[src/assert_macros.svh]
// assertion macros for the cache tag store rtl
// no dependencies; included by files that carry concurrent checks
`ifndef ASSERT_MACROS_SVH
`define ASSERT_MACROS_SVH
`ifndef SYNTHESIS
// check under reset qualification
`define SACL_ASSERT(lbl, clk, rstn, prop, msg) \
  lbl: assert property (@(posedge clk) disable iff (!rstn) prop) else $error(msg);
// check that also holds through reset
`define SACL_ASSERT_ALWAYS(lbl, clk, prop, msg) \
  lbl: assert property (@(posedge clk) prop) else $error(msg);
`else
`define SACL_ASSERT(lbl, clk, rstn, prop, msg)
`define SACL_ASSERT_ALWAYS(lbl, clk, prop, msg)
`endif
`endif

[src/sacl_pkg.sv]
// types and constants of the set-associative lru cache tag store
// no dependencies; used by sacl_if, sacl_regs, sacl_lookup, the top level and the testbench
package sacl_pkg;

  localparam int MAX_SET_BITS = 6;
  localparam int MAX_WAYS     = 4;
  localparam int ADDR_BITS    = 64;

  localparam int NUM_SETS = 1 << MAX_SET_BITS;
  localparam int SET_W    = (MAX_SET_BITS > 0) ? MAX_SET_BITS : 1;
  localparam int WAY_W    = (MAX_WAYS > 1) ? $clog2(MAX_WAYS) : 1;
  localparam int RANK_W   = WAY_W;
  localparam int OLD_W    = RANK_W + 1;
  localparam int WCNT_W   = $clog2(MAX_WAYS + 1);
  localparam int CNT_W    = 32;

  // configuration register widths and port
  localparam int SB_CFG_W = 3;
  localparam int BB_CFG_W = 6;
  localparam int WU_CFG_W = 3;
  localparam int SHIFT_W  = BB_CFG_W + 1;
  localparam int CFG_AW   = 4;
  localparam int CFG_DW   = 32;

  // register indexes (byte address is four times the index)
  localparam logic [1:0] REG_SET_BITS   = 2'd0;
  localparam logic [1:0] REG_BLOCK_BITS = 2'd1;
  localparam logic [1:0] REG_WAYS_USED  = 2'd2;

  typedef struct packed {
    logic [SB_CFG_W-1:0] set_bits;
    logic [BB_CFG_W-1:0] block_bits;
    logic [WU_CFG_W-1:0] ways_used;
  } cfg_t;

  // one memory row holds every way of a set
  typedef struct packed {
    logic [MAX_WAYS-1:0][ADDR_BITS-1:0] tag;
    logic [MAX_WAYS-1:0]                valid;
    logic [MAX_WAYS-1:0][RANK_W-1:0]    rank;
  } row_t;

  localparam int ROW_W = $bits(row_t);

  typedef struct packed {
    logic hit;
    logic evict;
  } look_res_t;

  typedef enum logic {ST_IDLE, ST_LOOK} st_t;

endpackage

[src/sacl_regs.sv]
// apb-style configuration registers of the cache tag store
// depends on sacl_pkg
module sacl_regs (
  input  logic                     clk,
  input  logic                     rst_n,
  input  logic                     cfg_psel,
  input  logic                     cfg_penable,
  input  logic                     cfg_pwrite,
  input  logic [sacl_pkg::CFG_AW-1:0] cfg_paddr,
  input  logic [sacl_pkg::CFG_DW-1:0] cfg_pwdata,
  output logic [sacl_pkg::CFG_DW-1:0] cfg_prdata,
  output logic                     cfg_pready,
  output sacl_pkg::cfg_t           cfg
);
  import sacl_pkg::*;

  cfg_t       cfg_r;
  cfg_t       cfg_nxt;
  logic       wr_hit;
  logic [1:0] reg_idx;

  assign reg_idx    = cfg_paddr[3:2];
  assign wr_hit     = cfg_psel & cfg_penable & cfg_pwrite;
  assign cfg_pready = 1'b1;

  // register write decode; unknown indexes are dropped
  always_comb begin
    cfg_nxt = cfg_r;
    if (wr_hit) begin
      case (reg_idx)
        REG_SET_BITS:   cfg_nxt.set_bits   = cfg_pwdata[SB_CFG_W-1:0];
        REG_BLOCK_BITS: cfg_nxt.block_bits = cfg_pwdata[BB_CFG_W-1:0];
        REG_WAYS_USED:  cfg_nxt.ways_used  = cfg_pwdata[WU_CFG_W-1:0];
        default:        cfg_nxt = cfg_r;
      endcase
    end
  end

  always_ff @(posedge clk) begin
    if (!rst_n) begin
      cfg_r.set_bits   <= '0;
      cfg_r.block_bits <= '0;
      cfg_r.ways_used  <= WU_CFG_W'(1);
    end else begin
      cfg_r <= cfg_nxt;
    end
  end

  // read-back mux
  always_comb begin
    case (reg_idx)
      REG_SET_BITS:   cfg_prdata = CFG_DW'(cfg_r.set_bits);
      REG_BLOCK_BITS: cfg_prdata = CFG_DW'(cfg_r.block_bits);
      REG_WAYS_USED:  cfg_prdata = CFG_DW'(cfg_r.ways_used);
      default:        cfg_prdata = '0;
    endcase
  end

  assign cfg = cfg_r;
endmodule

[config.mk]
export PLATFORM = sky130hd
export DESIGN_NAME = sacl_regs
export DESIGN_NICKNAME = d
export VERILOG_FILES = /design/src/assert_macros.svh /design/src/sacl_pkg.sv /design/src/sacl_regs.sv
export SDC_FILE = /design/constraint.sdc
export NUM_CORES = 1
export LEC_CHECK = 0
export BUFFER_PORTS_ARGS = -buffer_cell sky130_fd_sc_hd__buf_2
export CAP_MARGIN = 20
export CORE_MARGIN = 2
export CORE_UTILIZATION = 34
export DETAILED_ROUTE_END_ITERATION = 6
export PLACE_DENSITY_LB_ADDON = 0.12
export SETUP_SLACK_MARGIN = 0.15
export SYNTH_ARGS = -nofsm -noshare
export SYNTH_HDL_FRONTEND = slang
export SYNTH_SLANG_ARGS = --single-unit
[constraint.sdc]
create_clock -name clk -period 1 [get_ports clk]
set_input_delay 0.05 -clock clk [delete_from_list [all_inputs] [get_ports clk]]
set_output_delay 0.05 -clock clk [all_outputs]
set_load 0.01 [all_outputs]
==> impl_metrics.ini <==
[clock_network]
cts_tree = yes
ctsRootBufferMaster = clkbuf_4
clk-insertion-delay-late_ns = 0.27
cts_made_buffers = 3
cts.sinks = 12
clk_pin_slew_worst_paths_ns = 0.08
cts.path.max_buffers = 2
htreeDepth = 1

[floorplan]
dieArea_mm2 = 0.00278
coreArea_mm2 = 0.00223
die_h_um = 52.7
die_x_um = 52.7
floorplan.rows = 17
initial_core_util = 0.361
top_level_ports = 86

[finish]
layout-drive-gt1-share = 0.426
num_antenna_cells = 0
nets = 171
area_growth_pct = 23.1
stdcell_area_um2 = 992
nFillCells = 241
layout.cells.non_filler = 157
post-route-util = 0.444
seqCellArea_um2 = 254
multiInputGateArea_um2 = 423
largest_reg_flops = 12

[pwr]
vdd_drop_max_mv = 0.674
switching_power_w = 0.000278
p_clk_frac = 0.375
cellPowerDensity_mw_per_mm2 = 1050
power.internal_w = 0.000762
comb_power_share = 0.155
seqPwrFrac = 0.470
power_w = 0.00104
p_leak_nw = 0.532
netSwitchingFraction = 0.267

[sta]
period_needed_ns = 0.995
skew_ns = 0
setup_viol = 0
final_hold_viol_count = 0
fin_crit_sh = 0.995
finalMaxSlewViolations = 0
timing.hold.ws_ns = 0.00628
rsz0062_at_grt = true
max_freq_mhz = 1010

[grt]
overflow = 0
grt_antenna_before_repair = 0
first_global_vias = 580
grt_pass1_wl_um = 2570
grt_start_max_net_pins = 19
grt_usage = 0.129

[placed_design]
dp.cells = 148
hpwl_um = 1190
io_buffers = 30
gp_congestion = 0.660
placed_cell_area_um2 = 857

[synthesis]
ys_seq_area_frac = 0.298
ys_types = 17
synthTopCellsByArea = dfxtp_1, buf_4, mux2i_1
syn_inst = 95
ys_ff_latch = 12
syn_area_um2 = 806
ys_warn_count = 0
synth_top_cell_by_area = dfxtp_1
avgSynthCellArea_um2 = 8.48
netlist.area_leader.share = 0.298

[detailed_routing]
finalWirelength_um = 1580
firstDrtPassIters = 4
via_count = 639
drt-wirelength-per-cell_um = 10.0
viasPerCell = 4.07
antenna_left = 0
drc_errors = 0
drtIter0Drc = 2

[setup_path]
worst-path-buf-inv = 1
arrival_ns = 0.94
max_stage_delay_ns = 0.33
slowest_stage = dfxtp_2
cp.required_ns = 0.95
cp_top_family = flip-flops
critPathCaptureType = primary output
critPathKind = reg2out
path_max_fanout = 2
worst_setup_path_start_kind = flip-flop
path_cells = mux2i_1 > o21ai_1 > buf_2

[worst_hold_path]
hold_path_class = in2reg

[run_status]
status = finished clean

[run]
drv_cap = 0
## worst min-delay path, cell delays in order
cell and delay, ns:
buf_2 0.10, nand2_1 0.04, mux2i_1 0.05
## what timing repair did
action / in CTS / in global routing
hold buffers: 0 / 1
pin swaps: 0 / 0
setup buffers: 4 / 0
hold endpoints to repair: 0 / 1
setup endpoints to repair: 6 / 12
gates resized for setup: 16 / 7
## cell families after synthesis
| kind of cell | after synthesis | synth area share |
|---|---|---|
| and+or+nand+nor | 31 | 0.194 |
| muxes | 14 | 0.174 |
| other | 2 | 0.00932 |
| AOI/OAI and AO/OA | 4 | 0.0279 |
| DFF | 12 | 0.298 |
| buffers and inverters | 32 | 0.297 |
## Yosys cell counts
| library cell | n |
|---|---|
| buf_4 | 27 |
| nand2_1 | 21 |
| mux2i_1 | 14 |
| dfxtp_1 | 12 |
| and2_1 | 3 |
| o21ai_0 | 3 |
| buf_2 | 2 |
| buf_6 | 2 |
| conb_1 | 2 |
| nor2b_4 | 2 |
| and2_2 | 1 |
| and2_4 | 1 |
| and3_1 | 1 |
| inv_1 | 1 |
| nand3_1 | 1 |
| nor2_1 | 1 |
| o211ai_1 | 1 |
## area by class of cell
class | count | area share
multi-input cells | 76 | 0.426
flip-flops and latches | 12 | 0.256
repair buffers | 36 | 0.242
clock buffers | 4 | 0.0366
well taps | 28 | 0.0353
inverters | 1 | 0.00378
## final timing paths
check / slack, ns / end / start / cells past startpoint
worst max-delay path: 0.005 / cfg_prdata[0] / cfg[3] / 3
worst min-delay path: 0.006 / cfg[6] / cfg_pwdata[3] / 3
worst max register to register: 0.32 / cfg[10] / cfg[10] / 3
worst min register to register: 0.46 / cfg[7] / cfg[7] / 2
## metal layers
metal	routed length [um]	GRT usage	vias to the layer above	share of wire
li1	-	-	314	-
met1	670	0.160	292	0.43
met2	786	0.208	31	0.50
met3	101	0.0286	2	0.064
met4	16	0.0641	0	0.010
met5	0	0	-	0
## through the flow
stage / setup TNS [ns] / setup slack [ns]
after floorplan: 0 / 0.215
after global placement: 0 / 0.0952
after detailed placement: 0 / 0.0696
after CTS: -0.0321 / -0.0136
after global routing: -0.168 / -0.0615
final: 0 / 0.00517
## power groups by stage
stage | combinational, W | sequential (W) | clock [W]
5_1_grt | 0.000182 | 0.000490 | 0.000432
3_3_place_gp | 0.000148 | 0.000500 | 0
4_1_cts | 0.000157 | 0.000489 | 0.000404
3_5_place_dp | 0.000149 | 0.000500 | 0
6_report | 0.000161 | 0.000489 | 0.000390
2_1_floorplan | 0.000182 | 0.000503 | 0
## placed cells by master (no fill, tap or decap), types with 2 or more instances in the layout
master / instances
conb_1: 27
buf_2: 25
nand2_1: 21
mux2i_1: 14
dfxtp_2: 11
buf_6: 8
o21ai_1: 3
clkbuf_4: 3
nor2b_4: 2
and2_1: 2
and2_4: 2
buf_4: 2
Power figures use the tool's default switching activity.
