**src/assert_macros.svh**
```systemverilog
// assertion macros for the cache tag store rtl
// no dependencies; included by files that carry concurrent checks
`ifndef ASSERT_MACROS_SVH
`define ASSERT_MACROS_SVH
`ifndef SYNTHESIS
// check under reset qualification
`define SACL_ASSERT(lbl, clk, rstn, prop, msg) \
  lbl: assert property (@(posedge clk) disable iff (!rstn) prop) else $error(msg);
// check that also holds through reset
`define SACL_ASSERT_ALWAYS(lbl, clk, prop, msg) \
  lbl: assert property (@(posedge clk) prop) else $error(msg);
`else
`define SACL_ASSERT(lbl, clk, rstn, prop, msg)
`define SACL_ASSERT_ALWAYS(lbl, clk, prop, msg)
`endif
`endif

```
**src/sacl_pkg.sv**
```systemverilog
// types and constants of the set-associative lru cache tag store
// no dependencies; used by sacl_if, sacl_regs, sacl_lookup, the top level and the testbench
package sacl_pkg;

  localparam int MAX_SET_BITS = 6;
  localparam int MAX_WAYS     = 4;
  localparam int ADDR_BITS    = 64;

  localparam int NUM_SETS = 1 << MAX_SET_BITS;
  localparam int SET_W    = (MAX_SET_BITS > 0) ? MAX_SET_BITS : 1;
  localparam int WAY_W    = (MAX_WAYS > 1) ? $clog2(MAX_WAYS) : 1;
  localparam int RANK_W   = WAY_W;
  localparam int OLD_W    = RANK_W + 1;
  localparam int WCNT_W   = $clog2(MAX_WAYS + 1);
  localparam int CNT_W    = 32;

  // configuration register widths and port
  localparam int SB_CFG_W = 3;
  localparam int BB_CFG_W = 6;
  localparam int WU_CFG_W = 3;
  localparam int SHIFT_W  = BB_CFG_W + 1;
  localparam int CFG_AW   = 4;
  localparam int CFG_DW   = 32;

  // register indexes (byte address is four times the index)
  localparam logic [1:0] REG_SET_BITS   = 2'd0;
  localparam logic [1:0] REG_BLOCK_BITS = 2'd1;
  localparam logic [1:0] REG_WAYS_USED  = 2'd2;

  typedef struct packed {
    logic [SB_CFG_W-1:0] set_bits;
    logic [BB_CFG_W-1:0] block_bits;
    logic [WU_CFG_W-1:0] ways_used;
  } cfg_t;

  // one memory row holds every way of a set
  typedef struct packed {
    logic [MAX_WAYS-1:0][ADDR_BITS-1:0] tag;
    logic [MAX_WAYS-1:0]                valid;
    logic [MAX_WAYS-1:0][RANK_W-1:0]    rank;
  } row_t;

  localparam int ROW_W = $bits(row_t);

  typedef struct packed {
    logic hit;
    logic evict;
  } look_res_t;

  typedef enum logic {ST_IDLE, ST_LOOK} st_t;

endpackage

```
**src/sacl_lookup.sv**
```systemverilog
// tag compare, victim choice and lru rank update for one set row
// depends on sacl_pkg
module sacl_lookup (
  input  sacl_pkg::row_t                   row_rd,
  input  logic                             row_ok,
  input  logic [sacl_pkg::ADDR_BITS-1:0]   tag,
  input  logic [sacl_pkg::WU_CFG_W-1:0]    ways_used,
  output sacl_pkg::row_t                   row_wr,
  output sacl_pkg::look_res_t              res
);
  import sacl_pkg::*;

  logic [WCNT_W-1:0]                ways_eff;
  logic [MAX_WAYS-1:0]              in_use;
  logic [MAX_WAYS-1:0]              vld;
  logic [MAX_WAYS-1:0][RANK_W-1:0]  rk;
  logic                             hit_found;
  logic                             free_found;
  logic [WAY_W-1:0]                 hit_way;
  logic [WAY_W-1:0]                 free_way;
  logic [WAY_W-1:0]                 vic;
  logic [WAY_W-1:0]                 sel_way;
  logic [OLD_W-1:0]                 old_rank;

  // clamp the way count to 1..MAX_WAYS
  always_comb begin
    if (ways_used == '0) begin
      ways_eff = WCNT_W'(1);
    end else if (int'(ways_used) > MAX_WAYS) begin
      ways_eff = WCNT_W'(MAX_WAYS);
    end else begin
      ways_eff = WCNT_W'(ways_used);
    end
  end

  // a row never written reads as all invalid with rank zero
  always_comb begin
    for (int i = 0; i < MAX_WAYS; i++) begin
      in_use[i] = (i < int'(ways_eff));
      vld[i]    = row_ok & row_rd.valid[i];
      rk[i]     = row_ok ? row_rd.rank[i] : '0;
    end
  end

  // first matching way, first free way, oldest way
  always_comb begin
    hit_found  = 1'b0;
    free_found = 1'b0;
    hit_way    = '0;
    free_way   = '0;
    vic        = '0;
    for (int i = 0; i < MAX_WAYS; i++) begin
      if (!hit_found && in_use[i] && vld[i] && row_rd.tag[i] == tag) begin
        hit_found = 1'b1;
        hit_way   = WAY_W'(i);
      end
      if (!free_found && in_use[i] && !vld[i]) begin
        free_found = 1'b1;
        free_way   = WAY_W'(i);
      end
    end
    for (int i = 1; i < MAX_WAYS; i++) begin
      if (in_use[i] && rk[i] > rk[vic]) begin
        vic = WAY_W'(i);
      end
    end
  end

  // pick the touched way and its previous age
  always_comb begin
    res.hit   = hit_found;
    res.evict = 1'b0;
    if (hit_found) begin
      sel_way  = hit_way;
      old_rank = {1'b0, rk[hit_way]};
    end else if (free_found) begin
      sel_way  = free_way;
      old_rank = OLD_W'(MAX_WAYS);
    end else begin
      sel_way   = vic;
      old_rank  = {1'b0, rk[vic]};
      res.evict = 1'b1;
    end
  end

  // age the younger ways, make the touched way most recent
  always_comb begin
    row_wr.tag   = row_rd.tag;
    row_wr.valid = vld;
    row_wr.rank  = rk;
    for (int i = 0; i < MAX_WAYS; i++) begin
      if (in_use[i] && WAY_W'(i) != sel_way && vld[i] && {1'b0, rk[i]} < old_rank &&
          rk[i] != RANK_W'(MAX_WAYS - 1)) begin
        row_wr.rank[i] = rk[i] + RANK_W'(1);
      end
    end
    row_wr.rank[sel_way]  = '0;
    row_wr.valid[sel_way] = 1'b1;
    if (!hit_found) begin
      row_wr.tag[sel_way] = tag;
    end
  end
endmodule

```
**config.mk**
```make
export PLATFORM = sky130hd
export DESIGN_NAME = sacl_lookup
export DESIGN_NICKNAME = d
export VERILOG_FILES = /design/src/assert_macros.svh /design/src/sacl_pkg.sv /design/src/sacl_lookup.sv
export SDC_FILE = /design/constraint.sdc
export NUM_CORES = 1
export LEC_CHECK = 0
export BUFFER_PORTS_ARGS = -buffer_cell sky130_fd_sc_hd__buf_4
export CORE_AREA = 3 3 236 238
export DETAILED_ROUTE_END_ITERATION = 8
export DIE_AREA = 0 0 239 241
export RECOVER_POWER = 50
export REMOVE_ABC_BUFFERS = 1
export SLEW_MARGIN = 20
export SYNTH_ARGS = -nofsm -noshare
export SYNTH_HDL_FRONTEND = slang
export SYNTH_SLANG_ARGS = --single-unit
export TNS_END_PERCENT = 30
```
**constraint.sdc**
```tcl
create_clock -name vclk -period 14.5
set_input_delay 1.45 -clock vclk [all_inputs]
set_output_delay 1.45 -clock vclk [all_outputs]
set_load 0.02 [all_outputs]
```
==> flow_summary.ini <==
[run_status]
status = finished with violations
violations = capacitance limit, slew limit

[floorplanning]
boundaryPins = 606
core_um2 = 53800
die_y_um = 241
initial_utilization_pct = 15.5
dieArea_um2 = 57600
die_w_um = 239
rows = 85

[drt]
vias = 10600
drt_wl_total_mm = 74.0
dr.pass1.iters = 8
drtIter0Drc = 663
wl_per_cell_um = 33.3
detail_route.drc_violations = 0
vias_per_cell = 4.79
ant_nets = 0

[synth]
synth.area.mux_share_pct = 37.8
synthXorXnorAreaFrac_pct = 24.4
yosysSeqAreaShare_pct = 0
synth_top_family_by_area = multiplexers
ys_types = 67
yosysWarnings = 0
synth_compound_area_share_pct = 6.09
netlist_instances = 1001
syn-cell-area_um2 = 8340
syn_area_per_cell_um2 = 8.34
yosys.area_share.adder_pct = 1.50
synthSimpleGateAreaFrac_pct = 22.0

[clock_tree]
post_cts_resized = 0
cts_setup_buffers = 0
cts_hold_buf = 0

[placed_design]
gp_congestion = 0.840
dpl.hpwl_mm = 64.4
io_buffers = 606
place_ws_ns = 5.84

[timing]
tns_ns = 0
max_slew_margin_pct = -107
tightest_slew_ns = 3.10
min_period_over_period_pct = 67.9
setup-violations-final = 0
report.final.slew_viol_count = 132
rsz0062_at_grt = no
fin_crit_ns = 9.84
fmax_mhz = 102
hold_viol = 0
worst_slack_ns = 4.66

[global_routing]
grtUsageTotal_pct = 23.9
antenna_found_initial = 14
grt_max_degree = 43
grt_pass1_vias = 10800
grt_pass1_wl_mm = 94.7
grt-ovfl-total = 0

[critical_path]
cp_max_fo = 42
cp.arrival_ns = 8.39
startpoint_type = primary input
cp-end-kind = output pin
cp-startpoint = ways_used[2]
critPathKind = in2out
critPathRequiredTime_ns = 13.05

[finish]
syn_to_final_growth_pct = 53.2
layout.nets = 1867
design.seq.count = 0
multi_input_area_um2 = 7570
nClkBuffers = 0
seq_area_um2 = 0
fillers = 6060
drive_above_1_share_pct = 45.6

[power]
peakVddDrop_v = 0.0000195
p_leak_nw = 5.51
powerDensity_nw_per_um2 = 45.5

[min_path]
hold_start = row_rd[248]
min-delay-path-class = in2out

[flow_run]
maxCapViolCount = 4
-- placed cells by master (no fill, tap or decap), types with 4 or more instances in the layout --
cell type | synthesis | routed
o211ai_1 | 5 | 5
and2_1 | 4 | 4
xor2_1 | 167 | 167
nor2_1 | 35 | 35
o21ai_0 | 20 | 20
nand2_1 | 25 | 26
diode_2 | 0 | 5
mux2_2 | 136 | 132
nand4b_1 | 4 | 4
nand3_1 | 17 | 17
a22oi_1 | 6 | 6
or2_2 | 4 | 4
mux2_4 | 58 | 37
a2111oi_0 | 6 | 6
nor4bb_1 | 6 | 6
mux2i_1 | 9 | 9
and4_1 | 4 | 4
ha_1 | 10 | 10
nor4b_1 | 4 | 4
xnor2_1 | 65 | 65
nor3_1 | 10 | 11
nand4_1 | 40 | 40
buf_4 | 17 | 509
or4_1 | 7 | 7
mux2_1 | 59 | 84
clkbuf_1 | 25 | 107
nor4_1 | 76 | 75
a21oi_1 | 6 | 6
nor2b_1 | 41 | 41
nand2b_1 | 4 | 4
inv_1 | 27 | 27
-- cell families after synthesis --
group                      after synthesis
muxes                                  262
adders and majority gates               10
buffers and inverters                  125
and+or+nand+nor                        302
AOI/OAI and AO/OA                       70
xor gates and xnor gates               232
-- through the flow --
stage               hold slack (ns)  utilization [%]  cell area, um^2  total power, mW  cells
floorplan                      3.06                -             7760            0.269    903
global placement               3.23             24.7            13300            0.605   2215
detailed placement             3.23             24.7            13300            0.604   2215
CTS                            3.23             24.7            13300            0.607   2215
global route                   3.25             23.7            12800            0.607   2215
finish                         3.23             23.8            12800            0.582   2220
-- cell usage after synthesis (4+ instances only) --
library cell | instances | area [um^2]
nand2b_1 | 4 | 25.0
nand4_1 | 40 | 250
buf_4 | 17 | 128
mux2_2 | 136 | 1530
and2_1 | 4 | 25.0
mux2_1 | 59 | 664
nor4bb_1 | 6 | 60.1
nor2b_1 | 41 | 257
a22oi_1 | 6 | 45.0
nand2_1 | 25 | 93.8
and4_1 | 4 | 35.0
mux2_4 | 58 | 871
nand3_1 | 17 | 85.1
clkbuf_1 | 25 | 93.8
a21oi_1 | 6 | 30.0
or4_1 | 7 | 52.6
ha_1 | 10 | 125
xor2_1 | 167 | 1460
nor4_1 | 76 | 475
buf_6 | 13 | 146
a2111oi_0 | 6 | 52.6
nor4b_1 | 4 | 35.0
o211ai_1 | 5 | 37.5
or2_2 | 4 | 25.0
buf_2 | 42 | 210
xnor2_1 | 65 | 569
nor2_1 | 35 | 131
inv_1 | 27 | 101
o21ai_0 | 20 | 100
nand4b_1 | 4 | 35.0
mux2i_1 | 9 | 90.1
nor3_1 | 10 | 50.1
-- worst max-delay path: stages --
cell	delay (ns)
buf_4	0.15
o21ai_0	0.26
inv_1	0.06
o21ai_0	0.32
ha_1	0.31
nor2b_1	0.13
o211ai_1	0.39
mux2_1	0.41
ha_1	0.31
nor2b_1	0.14
o211ai_1	0.14
inv_1	0.15
nor2_1	0.06
a21oi_1	0.19
or3_2	0.16
nand2_1	0.38
nand3b_1	0.28
clkbuf_1	2.20
mux2_2	0.49
clkbuf_1	0.36
-- worst paths after layout --
path | end | cells past startpoint | slack (ns)
worst min-delay path | row_wr[248] | 3 | 3.23
worst max-delay path | row_wr[92] | 20 | 4.66
-- area by class of cell --
type               count  area share, %
inverters             27          0.793
repair buffers       616           33.0
diodes                 5         0.0979
multi-input cells    876           59.3
well taps            696           6.81
-- power breakdown --
part / internal [mW] / switching, mW / leakage [nW]
clock network: 0.00000000700 / 0 / 0.0000317
logic: 0.226 / 0.356 / 5.51
registers: 0 / 0 / 0
-- routing by layer --
metal	wire, um	GRT usage [%]	vias up
met1	32600	31.4	5298
met5	46	0	-
met2	36100	42.8	578
met3	3830	2.87	62
met4	1410	3.83	8
li1	-	-	4695
No activity file was read; power rests on OpenSTA's default activity.
