<file path="config.mk">
export PLATFORM = sky130hd
export DESIGN_NAME = sacl_ram
export DESIGN_NICKNAME = d
export VERILOG_FILES = /design/src/assert_macros.svh /design/src/sacl_ram.sv
export SDC_FILE = /design/constraint.sdc
export NUM_CORES = 1
export LEC_CHECK = 0
export ABC_CLOCK_PERIOD_IN_PS = 2600
export BUFFER_PORTS_ARGS = -buffer_cell sky130_fd_sc_hd__buf_2
export CAP_MARGIN = 20
export CORE_UTILIZATION = 56
export DETAILED_ROUTE_END_ITERATION = 8
export PLACE_DENSITY = 0.72
export SLEW_MARGIN = 20
export SYNTH_ARGS = -nofsm -noshare
export SYNTH_HDL_FRONTEND = slang
export SYNTH_SLANG_ARGS = --single-unit
</file>
<file path="constraint.sdc">
create_clock -name clk -period 2.6 [get_ports clk]
set_input_delay 0.26 -clock clk [delete_from_list [all_inputs] [get_ports clk]]
set_output_delay 0.26 -clock clk [all_outputs]
set_load 0.02 [all_outputs]
</file>
<file path="src/assert_macros.svh">
// assertion macros for the cache tag store rtl
// no dependencies; included by files that carry concurrent checks
`ifndef ASSERT_MACROS_SVH
`define ASSERT_MACROS_SVH
`ifndef SYNTHESIS
// check under reset qualification
`define SACL_ASSERT(lbl, clk, rstn, prop, msg) \
  lbl: assert property (@(posedge clk) disable iff (!rstn) prop) else $error(msg);
// check that also holds through reset
`define SACL_ASSERT_ALWAYS(lbl, clk, prop, msg) \
  lbl: assert property (@(posedge clk) prop) else $error(msg);
`else
`define SACL_ASSERT(lbl, clk, rstn, prop, msg)
`define SACL_ASSERT_ALWAYS(lbl, clk, prop, msg)
`endif
`endif

</file>
<file path="src/sacl_ram.sv">
// generic single-write, single-read synchronous ram with registered read
// no dependencies
module sacl_ram #(
  parameter int WIDTH = 8,
  parameter int DEPTH = 64
) (
  input  logic                                   clk,
  input  logic                                   wr_en,
  input  logic [(DEPTH > 1 ? $clog2(DEPTH) : 1)-1:0] wr_addr,
  input  logic [WIDTH-1:0]                       wr_data,
  input  logic                                   rd_en,
  input  logic [(DEPTH > 1 ? $clog2(DEPTH) : 1)-1:0] rd_addr,
  output logic [WIDTH-1:0]                       rd_data
);
  logic [WIDTH-1:0] mem [DEPTH];
  logic [WIDTH-1:0] rd_data_r;

  always_ff @(posedge clk) begin
    if (wr_en) begin
      mem[wr_addr] <= wr_data;
    end
    if (rd_en) begin
      rd_data_r <= mem[rd_addr];
    end
  end

  assign rd_data = rd_data_r;
endmodule

</file>
==> flow_summary.ini, run 1 <==
[cts]
cts-resized-gates = 0
cts_buffer_depth = 3
htree_levels = 2
cts-root-buf = clkbuf_16
post-cts-setup-buffers = 0
path_clk_slew_ps = 60
hold_buffers = 0
worstSkewPairLatency_ps = 560
cts_tree = built
cts_made_buffers = 51
cts_sinks = 520

[timing]
clock.fmax_mhz = 462.4
rsz0062_at_grt = no
final-setup-viol-count = 0
slew_viol_final = 0
fin_ws_ps = 437.5
worst_slew_pin_slew_ps = 804.6
fin_tns_setup_ps = 0
min_period_ps = 2163
final_hold_viol_count = 0
relSlewSlack_pct = 46.36
fin_skew_ps = 14.34
period_share_pct = 83.17

[routing]
routed_wl_um = 42870
routedWlPerCell_um = 27.08
dr.pass1.iters = 5
vias = 9929
vias_per_cell = 6.272
drt_iter0_markers = 1122
antenna_left = 0
drc = 0

[floorplanning]
core-area_mm2 = 0.03557
die_area_mm2 = 0.03692
die_x_um = 192.1
initial_core_util_pct = 56.92
rows = 69
io_pins = 31
dieHeight_um = 192.1

[logic_synthesis]
async_flop_share_pct = 0
synthFlopType = edfxtp_1
synth_edf_count = 520
ys_types = 39
netlist_instances = 940
ys_seq_area_share_pct = 77.12
syn_avg_cell_area_um2 = 21.54
synth_nets = 963
synth_seq_cells = 520
yosysWarnings = 0
syn-cell-area_mm2 = 0.02025

[worst_setup_path]
cp_data_arrival_time_ps = 2450
path_class = flip-flop to flip-flop
cp_data_required_time_ps = 2890
timing.critical_path.from_type = flip-flop
path_max_fanout = 1
critPathCaptureType = flip-flop

[cells_and_area]
fin_nets = 1110
drive_gt1_share_pct = 31.07
syn2layout_area_growth_pct = 14.26
nFillCells = 2288

[pwr]
max-vdd-ir-drop_mv = 0.5176
p_per_area_mw_per_mm2 = 725.3
leakage_nw = 7.443

[min_path]
holdCritPathClass = input pin to flip-flop

[outcome]
status = finished, final reports clean

[placed_design]
dp.final_hpwl_um = 27150
routabilityCongestion = 0.8313
dpl_worst_slack_ps = 71.05
io_buffers = 30

[grt]
grt_max_degree = 65
grt_pass1_wl_um = 64530
global_route.overflow_total = 0
antenna_found_initial = 6
track_usage_pct = 24.49
first_global_vias = 10134

[job]
cap_violations = 0
## cells in the mapped netlist (3+ instances only)
master / number / share of area, %
o221ai_1: 8 / 0.35
a22oi_1: 3 / 0.11
nor2_1: 83 / 1.5
nand3_1: 13 / 0.32
buf_1: 4 / 0.074
a21oi_1: 3 / 0.074
nand3b_1: 3 / 0.11
o2111ai_1: 3 / 0.13
mux2i_1: 23 / 1.1
buf_4: 13 / 0.48
mux4_2: 126 / 14
a221oi_1: 6 / 0.26
clkbuf_1: 17 / 0.32
nor3_1: 7 / 0.17
nand2b_1: 7 / 0.22
edfxtp_1: 520 / 77
buf_2: 11 / 0.27
a211oi_1: 4 / 0.15
o2bb2ai_1: 3 / 0.13
o22ai_1: 8 / 0.25
buf_6: 4 / 0.22
nor2b_1: 14 / 0.43
mux2_2: 13 / 0.72
nand2_1: 19 / 0.35
## final cells by class
class	instances	area, um^2	area share [%]
Antenna cell	2	5.005	0.02163
Clock buffer	66	1375	5.944
Clock inverter	20	91.34	0.3948
Multi-Input combinational cell	369	4315	18.65
Sequential cell	520	15620	67.50
Tap cell	461	576.8	2.493
Timing Repair Buffer	145	1155	4.992
## layer usage
metal,GRT usage (%),vias to the layer above,part of all wire [%]
li1,-,4231,-
met1,34.94,5155,41
met2,37.73,458,47
met3,6.212,77,9.7
met4,7.268,8,2.3
met5,0,-,0.12
## worst paths after layout
path	slack [ps]	start	to	cells past startpoint
setup / recovery	440	mem[20][4]	rd_data[4]	5
hold / removal	90	rd_en	rd_data[3]	1
setup reg to reg	440	mem[20][4]	rd_data[4]	5
hold reg to reg	920	mem[22][1]	rd_data[1]	4
## state kept, by name (all words and copies together) (netlist names)
name	flops
rd_data	8
mem	512
## report_power, final
group / switching (mW) / leakage, nW / internal [mW]
Clock: 2.87 / 0.713 / 3.69
Sequential: 0.0262 / 4.69 / 9.30
Combinational: 0.532 / 2.04 / 0.360
Total: 3.43 / 7.44 / 13.3
## critical path, stage by stage, from the launching register on
cell      delay, ps
edfxtp_1        380
mux4_2          460
mux2_2          270
o221a_2         280
nor3_1          360
o32ai_1         150
## placed cells by master, fill, tap and decap left out, types with 4 or more instances in the layout
cell | Yosys | layout
nand2b_1 | 7 | 7
a211oi_1 | 4 | 4
clkinv_1 | 0 | 11
a221oi_1 | 6 | 6
o221ai_1 | 8 | 8
clkinv_2 | 0 | 7
buf_4 | 13 | 108
edfxtp_1 | 520 | 520
mux2i_1 | 23 | 23
buf_2 | 11 | 26
o22ai_1 | 8 | 8
clkbuf_1 | 17 | 13
nand3_1 | 13 | 13
mux2_2 | 13 | 13
nand2_1 | 19 | 19
clkbuf_16 | 0 | 53
mux4_2 | 126 | 126
nor3_1 | 7 | 7
nor2_1 | 83 | 83
nor2b_1 | 14 | 14
buf_12 | 2 | 10
## cells by family after synthesis
logic type / count (synthesis) / synth area share (%)
muxes: 162 / 15.88
AOI/OAI and AO/OA: 54 / 2.064
DFF: 520 / 77.12
and+or+nand+nor: 153 / 3.374
buffers and inverters: 51 / 1.563
## stage by stage
step	std cells	instance area, um^2	total power, mW	hold slack (ps)	util, %
6_report	1583	23130	16.78	91.75	65.04
5_1_grt	1583	23130	17.25	78.52	65.04
4_1_cts	1581	23130	16.90	68.04	65.02
3_5_place_dp	1495	21660	10.39	662.6	60.89
3_3_place_gp	1495	21660	10.38	668.5	60.89
2_1_floorplan	940	20250	9.997	358.9	-
Note: power is estimated with default switching activity, not from simulation.
==> run 2: changes to the inputs <==
- ABC_CLOCK_PERIOD_IN_PS: 2600 -> 1900
- PLACE_DENSITY: 0.72 -> 0.75
- clock period: 2.6 -> 1.9 ns (I/O delays scaled with it)
==> flow_summary.ini, run 2 (synthesized netlist as in run 1, its figures left out) <==
[outcome]
status = finished, violations left
violations = setup timing

[worst_setup_path]
critPathCaptureType = flip-flop
cp_slowest_stage_delay_ps = 550
path_common_cell = mux4_2
critical_path.cell_chain = mux4_2, mux4_2, nor2_4, nor3_2, o2bb2ai_1
cp_data_required_time_ps = 2200
slowest_stage = mux4_2
path_class = flip-flop to flip-flop
path_delay_family = multiplexers
timing.critical_path.from_type = flip-flop
path_buf_inv = 0
cp_data_arrival_time_ps = 2320
path_max_fanout = 1

[timing]
clock.fmax_mhz = 494.7
fin_skew_ps = 16.51
rsz0062_at_grt = yes
fin_tns_setup_ps = -421.8
slew_viol_final = 0
worst_slew_pin_slew_ps = 710.7
relSlewSlack_pct = 52.57
final_hold_viol_count = 0
min_period_ps = 2022
fin_ws_ps = -121.6
final-setup-viol-count = 6
period_share_pct = 106.4

[cts]
worstSkewPairLatency_ps = 550
cts-root-buf = clkbuf_16
path_clk_slew_ps = 60
cts_made_buffers = 50
hold_buffers = 0
post-cts-setup-buffers = 0
cts_buffer_depth = 3
htree_levels = 2
cts_sinks = 520
cts_tree = built

[grt]
track_usage_pct = 25.27
global_route.overflow_total = 0
antenna_found_initial = 2
grt_max_degree = 65
grt_pass1_wl_um = 66450
first_global_vias = 10365

[cells_and_area]
drive_gt1_share_pct = 34.45
fin_nets = 1148
finish.utilization_pct = 66.39
largest_register = mem
fin_cells = 1624
stdcell_area_mm2 = 0.02362
layout_common_cells = edfxtp_1 (520), buf_4 (142), mux4_2 (126), nor2_1 (80), clkbuf_16 (51)
syn2layout_area_growth_pct = 16.64
final_common_cell = edfxtp_1
largest_register_ffs = 512

[floorplanning]
initial_core_util_pct = 56.92
rows = 69
dieHeight_um = 192.1
die_x_um = 192.1
die_area_mm2 = 0.03692
io_pins = 31
core-area_mm2 = 0.03557

[job]
cap_violations = 0

[placed_design]
place_inst = 1534
routabilityCongestion = 0.8715
dp.final_hpwl_um = 28600
io_buffers = 30
dpl_worst_slack_ps = -556.1
post_dp_cell_area_mm2 = 0.02204

[pwr]
switching_share_pct = 20.63
leakage_nw = 7.693
pwr-share-clk_pct = 38.9
p_int_mw = 18.30
p_per_area_mw_per_mm2 = 976.6
combPwrFrac_pct = 5.8
pwr-share-seq_pct = 55.3
max-vdd-ir-drop_mv = 0.5945
netSwitchingPower_mw = 4.759

[routing]
drt_iter0_markers = 1247
drc = 0
dr.pass1.iters = 5
vias = 10266
antenna_left = 0
vias_per_cell = 6.321
routed_wl_um = 44770
routedWlPerCell_um = 27.57

[min_path]
holdCritPathClass = input pin to flip-flop
## run 2: final cells by class
| cell class | count | area (um^2) |
|---|---|---|
| Multi-Input combinational cell | 369 | 4415 |
| Clock buffer | 62 | 1318 |
| Fill cell | 2186 | 11950 |
| Tap cell | 461 | 576.8 |
| Antenna cell | 2 | 5.005 |
| Timing Repair Buffer | 184 | 1540 |
| Sequential cell | 520 | 15620 |
| Clock inverter | 26 | 145.1 |
## run 2: repair_timing
item	4_1_cts	5_1_grt
endpoints found under the setup margin	7	7
pin swaps	3	2
resized for setup	18	3
## run 2: power by group through the flow
stage	clock (mW)	combinational, mW	sequential [mW]
3_5_place_dp	0	1.30	13.0
2_1_floorplan	0	0.682	13.0
6_report	8.97	1.34	12.8
3_3_place_gp	0	1.28	13.0
4_1_cts	9.08	1.34	12.8
5_1_grt	9.52	1.42	12.8
## run 2: routing by layer
layer / GRT usage, % / routed length, um
met3: 4.166 / 3711
met2: 40.30 / 21910
met5: 0 / 0
met4: 9.267 / 1733
met1: 35.61 / 17420
## run 2: path summary, 6_finish.rpt
kind / from / endpoint / slack (ps) / cells after the start
hold / removal: rd_en / rd_data[7] / 20 / 1
setup / recovery: mem[14][2] / rd_data[2] / -120 / 5
hold reg to reg: mem[18][0] / rd_data[0] / 930 / 4
setup reg to reg: mem[14][2] / rd_data[2] / -120 / 5
## run 2: per-stage QoR
step	hold slack [ps]	total power, mW
after CTS	4.863	23.18
after global placement	580.3	14.27
final	18.44	23.06
after global routing	10.44	23.69
after floorplan	288.9	13.68
after detailed placement	577.0	14.30
==> run 3: changes to the inputs <==
- SETUP_SLACK_MARGIN: unset -> 0.15
==> flow_summary.ini, run 3 (synthesized netlist as in run 1, its figures left out) <==
[cts]
cts_tree = built
worstSkewPairLatency_ps = 570
path_clk_slew_ps = 60
post-cts-setup-buffers = 0
cts_buffer_depth = 3
cts_made_buffers = 51
cts-root-buf = clkbuf_16
htree_levels = 2
cts_sinks = 520

[min_path]
hold_path_end = mem[37][7]
holdCritPathClass = input pin to flip-flop
hold_start = wr_data[7]
worst_hold_path.num_cells = 1

[worst_setup_path]
timing.rr.end = rd_data[3]
path_max_fanout = 1
r2r_start = mem[55][3]
path_common_cell = mux4_2
startpoint = mem[55][3]
cp_data_arrival_time_ps = 2270
path_class = flip-flop to flip-flop
cp_slowest_stage_delay_ps = 540
slowest_stage = mux4_2
rr_worst_depth = 4
timing.critical_path.from_type = flip-flop
critical_path.cell_chain = mux4_2, mux4_2, o21ai_4, o41ai_1
cp_data_required_time_ps = 2210
ff2ff_setup_slack_ps = -60
critPathCaptureType = flip-flop

[grt]
grt_pass1_wl_um = 65830
grt_max_degree = 65
global_route.overflow_total = 0
track_usage_pct = 25.13
antenna_found_initial = 5
first_global_vias = 10325

[placed_design]
place_inst = 1550
io_buffers = 30
dpl_worst_slack_ps = -485.5
routabilityCongestion = 0.8813
post_dp_cell_area_mm2 = 0.02215
dp.final_hpwl_um = 28350

[routing]
drt_iter0_markers = 1174
routedWlPerCell_um = 27.05
vias_per_cell = 6.282
antenna_left = 0
drc = 0
vias = 10334
dr.pass1.iters = 5
routed_wl_um = 44500

[cells_and_area]
fin_nets = 1167
layout_common_cells = edfxtp_1 (520), buf_4 (156), mux4_2 (126), nor2_1 (79), clkbuf_16 (53)
drive_gt1_share_pct = 36.04
fin_cells = 1645
largest_register = mem
stdcell_area_mm2 = 0.02390
final_common_cell = edfxtp_1
syn2layout_area_growth_pct = 18.05
largest_register_ffs = 512

[timing]
fin_skew_ps = 15.28
worst_slew_pin_slew_ps = 703.2
slew_viol_final = 0
final_hold_viol_count = 0
rsz0062_at_grt = yes
clock.fmax_mhz = 510.0
relSlewSlack_pct = 53.12
min_period_ps = 1961
final-setup-viol-count = 6
fin_tns_setup_ps = -233.8
period_share_pct = 103.2
fin_ws_ps = -60.87

[floorplanning]
io_pins = 31
rows = 69
initial_core_util_pct = 56.92
die_x_um = 192.1
die_area_mm2 = 0.03692
core-area_mm2 = 0.03557
dieHeight_um = 192.1

[outcome]
violations = setup timing
status = finished, violations left

[pwr]
max-vdd-ir-drop_mv = 0.7981
leakage_nw = 7.854
p_per_area_mw_per_mm2 = 1001

[job]
cap_violations = 0
[run 3: area by class of cell]
| class | instances | area, um^2 |
|---|---|---|
| Tap cell | 461 | 576.8 |
| Timing Repair Buffer | 202 | 1670 |
| Clock inverter | 27 | 250.2 |
| Clock buffer | 64 | 1368 |
| Sequential cell | 520 | 15620 |
| Multi-Input combinational cell | 369 | 4417 |
| Antenna cell | 2 | 5.005 |
| Fill cell | 2203 | 11670 |
[run 3: stage by stage]
stage	power [mW]	hold WS (ps)	util, %
floorplan	13.69	288.9	-
global placement	14.29	573.1	62.27
detailed placement	14.32	573.9	62.27
CTS	24.04	101.3	67.05
global route	24.52	122.4	67.19
finish	23.92	127.1	67.20
[run 3: how the worst max path moves through the flow]
| stage | cells past startpoint | slack, ps | end |
|---|---|---|---|
| 6_report | 4 | -60 | rd_data[3] |
| 5_1_grt | 5 | -100 | rd_data[6] |
| 4_1_cts | 4 | -90 | rd_data[3] |
| 3_5_place_dp | 7 | -490 | rd_data[7] |
| 3_3_place_gp | 7 | -470 | rd_data[7] |
| 2_1_floorplan | 7 | 20 | rd_data[7] |
[run 3: critical path: cells and delay by family (launching register included)]
family	cells	cell delay, ps
DFF	1	400
muxes	2	1050
AOI/OAI and AO/OA	2	260
[run 3: report_power, final]
| group | internal, mW | switching [mW] | total, mW |
|---|---|---|---|
| Sequential | 12.7 | 0.0364 | 12.8 |
| Combinational | 0.592 | 0.778 | 1.37 |
| Clock | 5.74 | 4.05 | 9.79 |
| Total | 19.1 | 4.87 | 23.9 |
[run 3: per-layer routing]
layer	global-route usage [%]	vias to the layer above	wire length [um]
met5	0	-	34
met4	8.025	8	1266
met3	4.257	98	3781
met2	40.26	511	21910
met1	35.69	5378	17510
li1	-	4339	-
[run 3: what timing repair did]
action	CTS	global route
hold endpoints to repair	8	0
pin swaps	3	2
hold buffers	1	0
endpoints found under the setup margin	8	8
gates resized for setup	18	6
